File: src/sv/tlsb_pkg.sv
`default_nettype none
package tlsb_pkg;
  localparam int HistLines = 256;
  localparam int MaxCols = 128;
  localparam int SlotW = $clog2(HistLines);
  localparam int ColW = $clog2(MaxCols);
  localparam int CntW = SlotW + 1;

  localparam logic [2:0] ActPut = 3'd0;
  localparam logic [2:0] ActUp = 3'd1;
  localparam logic [2:0] ActDown = 3'd2;
  localparam logic [2:0] ActClear = 3'd3;
  localparam logic [2:0] ActRead = 3'd4;

  localparam logic [1:0] RegWidth = 2'd0;
  localparam logic [1:0] RegRows = 2'd1;
  localparam logic [1:0] RegPrompt = 2'd2;

  localparam logic [7:0] ChBs = 8'd8;
  localparam logic [7:0] ChTab = 8'd9;
  localparam logic [7:0] ChNl = 8'd10;
  localparam logic [7:0] ChCr = 8'd13;
  localparam logic [7:0] ChSpace = 8'd32;
  localparam logic [7:0] ChDel = 8'd127;

  // controller to datapath
  typedef struct packed {
    logic load;       // capture item
    logic exec;       // apply put, scroll, clear, read address
    logic copy_start; // begin a line copy
    logic copy_step;  // one cell of line copy
    logic copy_done;  // finish commit bookkeeping
    logic finish;     // drive result
  } tlsb_cmd_t;

  // datapath to controller
  typedef struct packed {
    logic need_commit;
    logic copy_last;
    logic tab_more;
  } tlsb_sts_t;
endpackage
`default_nettype wire

File: src/sv/tlsb_ctrl.sv
`default_nettype none
module tlsb_ctrl (
  input  wire logic             clk,
  input  wire logic             rst,
  input  wire logic             start,
  input  wire tlsb_pkg::tlsb_sts_t sts,
  output tlsb_pkg::tlsb_cmd_t   cmd,
  output logic                  busy
);
  import tlsb_pkg::*;

  typedef enum logic [2:0] {S_IDLE, S_EXEC, S_TAB, S_COPY, S_DONE, S_OUT} state_t;
  state_t state;

  always_ff @(posedge clk) begin
    if (rst) begin
      state <= S_IDLE;
    end else begin
      unique case (state)
        S_IDLE: if (start) state <= S_EXEC;
        S_EXEC: begin
          if (sts.need_commit) state <= S_COPY;
          else if (sts.tab_more) state <= S_TAB;
          else state <= S_OUT;
        end
        S_TAB:  if (!sts.tab_more) state <= S_OUT;
        S_COPY: if (sts.copy_last) state <= S_DONE;
        S_DONE: state <= S_OUT;
        S_OUT:  state <= S_IDLE;
        default: state <= S_IDLE;
      endcase
    end
  end

  always_comb begin
    cmd = '0;
    cmd.load = (state == S_IDLE) && start;
    cmd.copy_start = (state == S_EXEC) && sts.need_commit;
    cmd.exec = ((state == S_EXEC) && !sts.need_commit) || (state == S_TAB) ||
               (state == S_DONE);
    cmd.copy_step = (state == S_COPY);
    cmd.copy_done = (state == S_COPY) && sts.copy_last;
    cmd.finish = (state == S_OUT);
  end
  assign busy = (state != S_IDLE);
endmodule
`default_nettype wire

File: config.mk
export PLATFORM = sky130hd
export DESIGN_NAME = tlsb_ctrl
export DESIGN_NICKNAME = d
export VERILOG_FILES = /design/src/sv/tlsb_pkg.sv /design/src/sv/tlsb_ctrl.sv
export SDC_FILE = /design/constraint.sdc
export NUM_CORES = 1
export LEC_CHECK = 0
export ABC_CLOCK_PERIOD_IN_PS = 1560
export BUFFER_PORTS_ARGS = -buffer_cell sky130_fd_sc_hd__buf_2
export CORE_AREA = 10 10 47 49
export CTS_CLUSTER_DIAMETER = 150
export DETAILED_ROUTE_END_ITERATION = 10
export DIE_AREA = 0 0 57 59
export SYNTH_ARGS = -nofsm -noshare
export SYNTH_HDL_FRONTEND = slang
export SYNTH_SLANG_ARGS = --single-unit
File: constraint.sdc
create_clock -name clk -period 1.56 [get_ports clk]
set_clock_uncertainty 0.1 [all_clocks]
set_input_delay 0.312 -clock clk [delete_from_list [all_inputs] [get_ports clk]]
set_output_delay 0.312 -clock clk [all_outputs]
set_load 0.05 [all_outputs]
==> summary.md, run 1 <==
| Metric | Value |
|---|---|
| IO Pins | `13` |
| Buf+Inv Stages, Crit Path | `1` |
| Post-layout util | `0.3982` |
| Largest Register | `state` |
| Fin. Hold Viols | `0` |
| Worst Path Arrival | `1.20 ns` |
| Hold crit path type | `in -> reg` |
| Vias | `355` |
| Slowest stage delay, CP | `0.40 ns` |
| Final HPWL DP | `630.6 microns` |
| Initial drt markers | `1` |
| # diodes | `0` |
| Worst-path clk slew | `0.04 ns` |
| Nets | `65` |
| Vias per inst | `4.797` |
| Number of buffers on the longest clock path | `2` |
| Max Clock Freq | `619.4 MHz` |
| Critical path peak fanout | `3` |
| CTS tree | `done` |
| Final setup viols | `4` |
| Most frequent cells in the layout | `7 x buf_2, 6 x buf_6, 4 x clkbuf_4, 4 x buf_4` |
| Met1 usage | `0.05569` |
| Largest net degree at the start of global routing | `8` |
| Netlist cell types | `23` |
| Worst hold slack | `0.1755 ns` |
| Clk root buf | `clkbuf_4` |
| Drt wl/cell | `12.39 microns` |
| DRC Markers | `0` |
| Initial core utilization | `0.2062` |
| Crit path kind | `reg -> out` |
| Final Wtd Congestion | `0.7077` |
| H-tree Lvls | `1` |
| Layout cell share with drive strength beyond 1 | `0.6552` |
| Commonest non-fill, non-tap cell in the layout | `buf_2` |
| Crit path max-delay family | `simple AND/OR/NAND/NOR gates` |
| Met2 usage | `0.08527` |
| Startpoint types | `flop` |
| First-pass GRT wire length | `1428 microns` |
| Drt first pass iters | `2` |
| PortBufs | `12` |
| LEAKAGE | `0.2418 nW` |
| Netlist Area Pre-Place | `289.0 sq um` |
| Sequential share of the synthesized area | `0.2078` |
| Final period demand of the worst path | `1.614 ns` |
| Max reg flops | `3` |
| Cts bufs inserted | `3` |
| Core outline area | `1401 sq um` |
| Synth-to-Final Area Change | `93.07%` |
| Post-CTS Hold Buffers | `0` |
| All-Layer GR Usage | `0.05225` |
| Die W | `57 microns` |
| Final Max Slew Viols | `0` |
| Worst setup margin | `-0.05444 ns` |
| Mapped Nets | `43` |
| Die height | `59 microns` |
| Vias in the first global route | `353` |
| Final wirelength | `917 microns` |
| Gate count of the mapped netlist | `37` |
| Slew HR | `0.8332` |
| Critical-path top delay cell | `or3_4` |
| Status | `finished with violations` |
| FP Rows | `14` |
| Register bit total from synthesis | `3` |
| RSZ-0062 raised after global routing | `true` |
| Antenna violations before repair | `0` |
| Antenna-violating nets left | `0` |
| Met3 Track Usage GR | `0.02790` |
| Grt total ovfl | `0` |
| Period utilization | `1.035` |
| Worst-Margin Slew | `0.2519 ns` |
| Crit path cell chain | `or3_4, nor2_4, buf_8` |
| Failing checks | `setup timing` |
| Regs by FF count | `state x3` |
| GRT busiest layer | `met2` |
| Maxcap violations | `0` |
| Die area | `3363 sq um` |
| Ys Warns | `0` |
| Power Dens Cells | `2356 nW/um^2` |
| TritonCTS Sinks | `3` |
| WP data required | `1.15 ns` |
| Worst-Skew Late Latency | `0.23 ns` |
| CP Capture Type | `primary output` |
| Max VDD drop | `0.001138 V` |
| Syn avg cell area | `7.812 sq um` |
| Filler cells | `152` |
-- timing repair --
action,in CTS,in global routing
setup endpoints to repair,7,9
setup buffers,3,0
pin swaps,5,4
cloned,1,0
gates resized for setup,18,9
-- Yosys cell counts, drive strengths merged --
cell type | number | share of area
nand4bb | 1 | 0.039
a221oi | 1 | 0.030
nand3b | 1 | 0.026
dfxtp | 3 | 0.21
a211oi | 2 | 0.069
nor2 | 4 | 0.052
nor3b | 2 | 0.052
nor4bb | 1 | 0.035
a21oi | 2 | 0.035
or3 | 2 | 0.043
nand2 | 2 | 0.026
and3b | 2 | 0.061
a22oi | 1 | 0.026
inv | 1 | 0.013
nor2b | 2 | 0.043
and2 | 1 | 0.022
a2111o | 1 | 0.039
o21bai | 2 | 0.052
o21ai | 1 | 0.017
or2b | 1 | 0.026
buf | 3 | 0.052
mux2i | 1 | 0.035
-- area by class of cell --
class,instances,area (sq um),area share
Multi-Input combinational cell,30,271.5,0.4865
Timing Repair Buffer,20,170.2,0.3049
Sequential cell,3,66.31,0.1188
Clock buffer,4,26.28,0.04709
Tap cell,16,20.02,0.03587
Inverter,1,3.754,0.006726
-- layer usage --
| layer | wire, microns | part of all wire |
|---|---|---|
| met3 | 53 | 0.058 |
| met2 | 466 | 0.51 |
| met4 | 0 | 0 |
| met1 | 397 | 0.43 |
| met5 | 0 | 0 |
-- power by group --
group | internal, mW | leakage [nW] | switching (mW)
Sequential | 0.121 | 0.0261 | 0.0473
Combinational | 0.457 | 0.201 | 0.554
Clock | 0.0958 | 0.0150 | 0.0392
Total | 0.674 | 0.242 | 0.640
-- path summary, 6_finish.rpt --
check	startpoint	slack, ns	depth (start not counted)	endpoint
worst min-delay path	rst	0.18	2	state[1]
worst max-delay path	state[0]	-0.05	3	cmd[5]
worst min register to register	state[0]	0.56	4	state[2]
worst max register to register	state[1]	0.07	5	state[0]
-- logic make-up after synthesis --
family	Yosys count	share of synthesized area
simple gates	19	0.4243
buf+inv	4	0.06491
flops	3	0.2078
compound gates	10	0.2684
mux	1	0.03463
-- metrics by stage --
step / TNS [ns] / total power, mW / area [sq um] / setup WS (ns) / cells
after floorplan: -0.06549 / 0.8191 / 345.3 / -0.06549 / 37
after detailed placement: 0 / 0.9358 / 421.7 / 0.05805 / 66
after global routing: -0.3865 / 1.402 / 558.0 / -0.09792 / 74
after CTS: -0.1485 / 1.254 / 525.5 / -0.06856 / 74
final: -0.09742 / 1.315 / 558.0 / -0.05444 / 74
after global placement: 0 / 0.9355 / 421.7 / 0.07620 / 66
(Power assumes the default switching activity.)
==> run 2, diff against run 1 <==
--- a/constraint.sdc
+++ b/constraint.sdc
@@ -4,2 +4,2 @@
 set_output_delay 0.312 -clock clk [all_outputs]
-set_load 0.05 [all_outputs]
+set_load 0.1 [all_outputs]
==> summary.md, run 2 (same netlist as run 1, synthesis figures left out) <==
| Metric | Value |
|---|---|
| Status | `finished with violations (unchanged)` |
| Failing checks | `setup timing (unchanged)` |
| First-pass GRT wire length | `1780 microns (was 1428 microns)` |
| FP Rows | `14 (unchanged)` |
| Final setup viols | `6 (was 4)` |
| Grt total ovfl | `0 (unchanged)` |
| Max Clock Freq | `585.1 MHz (was 619.4 MHz)` |
| Startpoint types | `flop (unchanged)` |
| Antenna-violating nets left | `0 (unchanged)` |
| Vias | `384 (was 355)` |
| Hold crit path type | `in -> reg (unchanged)` |
| Cts bufs inserted | `3 (unchanged)` |
| WP data required | `1.15 ns (about the same)` |
| CP Capture Type | `primary output (unchanged)` |
| Most frequent cells in the layout | `7 x buf_12, 6 x buf_4, 6 x buf_6, 5 x buf_2 (was 7 x buf_2, 6 x buf_6, 4 x clkbuf_4, 4 x buf_4)` |
| Crit path kind | `reg -> out (unchanged)` |
| Number of buffers on the longest clock path | `2 (unchanged)` |
| Core outline area | `1401 sq um (unchanged)` |
| Placed cell count | `66 (unchanged)` |
| Worst setup margin | `-0.1492 ns (was -0.05444 ns)` |
| Slew HR | `0.8138 (was 0.8332)` |
| Die area | `3363 sq um (unchanged)` |
| H-tree Lvls | `1 (unchanged)` |
| PortBufs | `12 (unchanged)` |
| Initial core utilization | `0.2062 (unchanged)` |
| IO Pins | `13 (unchanged)` |
| Die height | `59 microns (unchanged)` |
| Final Wtd Congestion | `0.7648 (was 0.7077)` |
| Final HPWL DP | `703.6 microns (was 630.6 microns)` |
| Final Max Slew Viols | `0 (unchanged)` |
| All-Layer GR Usage | `0.06344 (was 0.05225)` |
| Worst Path Arrival | `1.30 ns (was 1.20 ns)` |
| # diodes | `0 (unchanged)` |
| Commonest non-fill, non-tap cell in the layout | `buf_12 (was buf_2)` |
| Maxcap violations | `0 (unchanged)` |
| Max reg flops | `3 (unchanged)` |
| Vias in the first global route | `423 (was 353)` |
| Antenna violations before repair | `0 (unchanged)` |
| Layout cell share with drive strength beyond 1 | `0.6984 (was 0.6552)` |
| Final period demand of the worst path | `1.709 ns (was 1.614 ns)` |
| Final wirelength | `1074 microns (was 917 microns)` |
| Drt first pass iters | `2 (unchanged)` |
| CTS tree | `done (unchanged)` |
| Drt wl/cell | `13.59 microns (was 12.39 microns)` |
| Post-CTS Hold Buffers | `0 (unchanged)` |
| Largest Register | `state (unchanged)` |
| Worst-path clk slew | `0.04 ns (about the same)` |
| TritonCTS Sinks | `3 (unchanged)` |
| Worst-Margin Slew | `0.2789 ns (was 0.2519 ns)` |
| Fin. Hold Viols | `0 (unchanged)` |
| Largest net degree at the start of global routing | `9 (was 8)` |
| Die W | `57 microns (unchanged)` |
| Regs by FF count | `state x3 (unchanged)` |
| Period utilization | `1.096 (was 1.035)` |
| Critical path peak fanout | `5 (was 3)` |
| DRC Markers | `0 (unchanged)` |
| RSZ-0062 raised after global routing | `true (unchanged)` |
| Final Non-Filler Cells | `79 (was 74)` |
| Worst-Skew Late Latency | `0.23 ns (about the same)` |
| Post-layout util | `0.4955 (was 0.3982)` |
| Synth-to-Final Area Change | `140.3% (was 93.07%)` |
| Clk root buf | `clkbuf_4 (unchanged)` |
| Initial drt markers | `5 (was 1)` |
| Vias per inst | `4.861 (was 4.797)` |
| Nets | `70 (was 65)` |
| Filler cells | `130 (was 152)` |
## run 2: cell count changes in the layout (fill, tap and decap cells not counted), sizes merged
cell	previous run	this run
buf	19	24
## run 2: routing by layer
| metal | global-route usage | vias to the layer above | wire length [microns] |
|---|---|---|---|
| met3 | 0.02146 | 0 | 72 |
| li1 | - | 189 | - |
| met2 | 0.1209 | 10 | 604 |
| met4 | 0.03020 | 0 | 0 |
| met5 | 0 | - | 0 |
| met1 | 0.05917 | 185 | 397 |
## run 2: path summary, 6_finish.rpt
| check | depth (start not counted) | slack [ns] | end | start |
|---|---|---|---|---|
| worst max-delay path | 3 | -0.15 | cmd[5] | state[0] |
| worst min-delay path | 2 | 0.17 | state[1] | rst |
| worst max register to register | 5 | 0.02 | state[1] | state[1] |
| worst min register to register | 3 | 0.61 | state[1] | state[0] |
## run 2: timing repair
item | in CTS | in global routing
gates resized for setup | 15 | 4
setup buffers | 9 | 0
setup endpoints to repair | 7 | 8
pin swaps | 7 | 3
## run 2: cell type report
class / count / area, sq um / share of cell area
clock buffer: 4 / 26.28 / 0.03784
inverter: 1 / 3.754 / 0.005405
multi-input combinational: 30 / 290.3 / 0.4180
sequential: 3 / 71.32 / 0.1027
tap: 16 / 20.02 / 0.02883
timing repair buffer: 25 / 282.8 / 0.4072
## run 2: worst max-delay path, stage by stage (launching register included)
cell,delay (ns)
dfxtp_4,0.35
or3_4,0.42
nor2_4,0.11
buf_12,0.18
## run 2: through the flow
step	hold slack [ns]	TNS [ns]	cell area (sq um)	setup WS [ns]
after floorplan	0.2693	-1.216	346.6	-0.4245
after global placement	0.3973	0	534.3	0.06404
after detailed placement	0.4021	0	534.3	0.04715
after CTS	0.1584	-0.5774	674.4	-0.1604
after global routing	0.1826	-0.7202	694.4	-0.1874
final	0.1687	-0.4961	694.4	-0.1492
Power of run 2 is left out: the tool's default activity adds up to more than one toggle a clock period on the data nets, which glitch-free logic cannot reach.
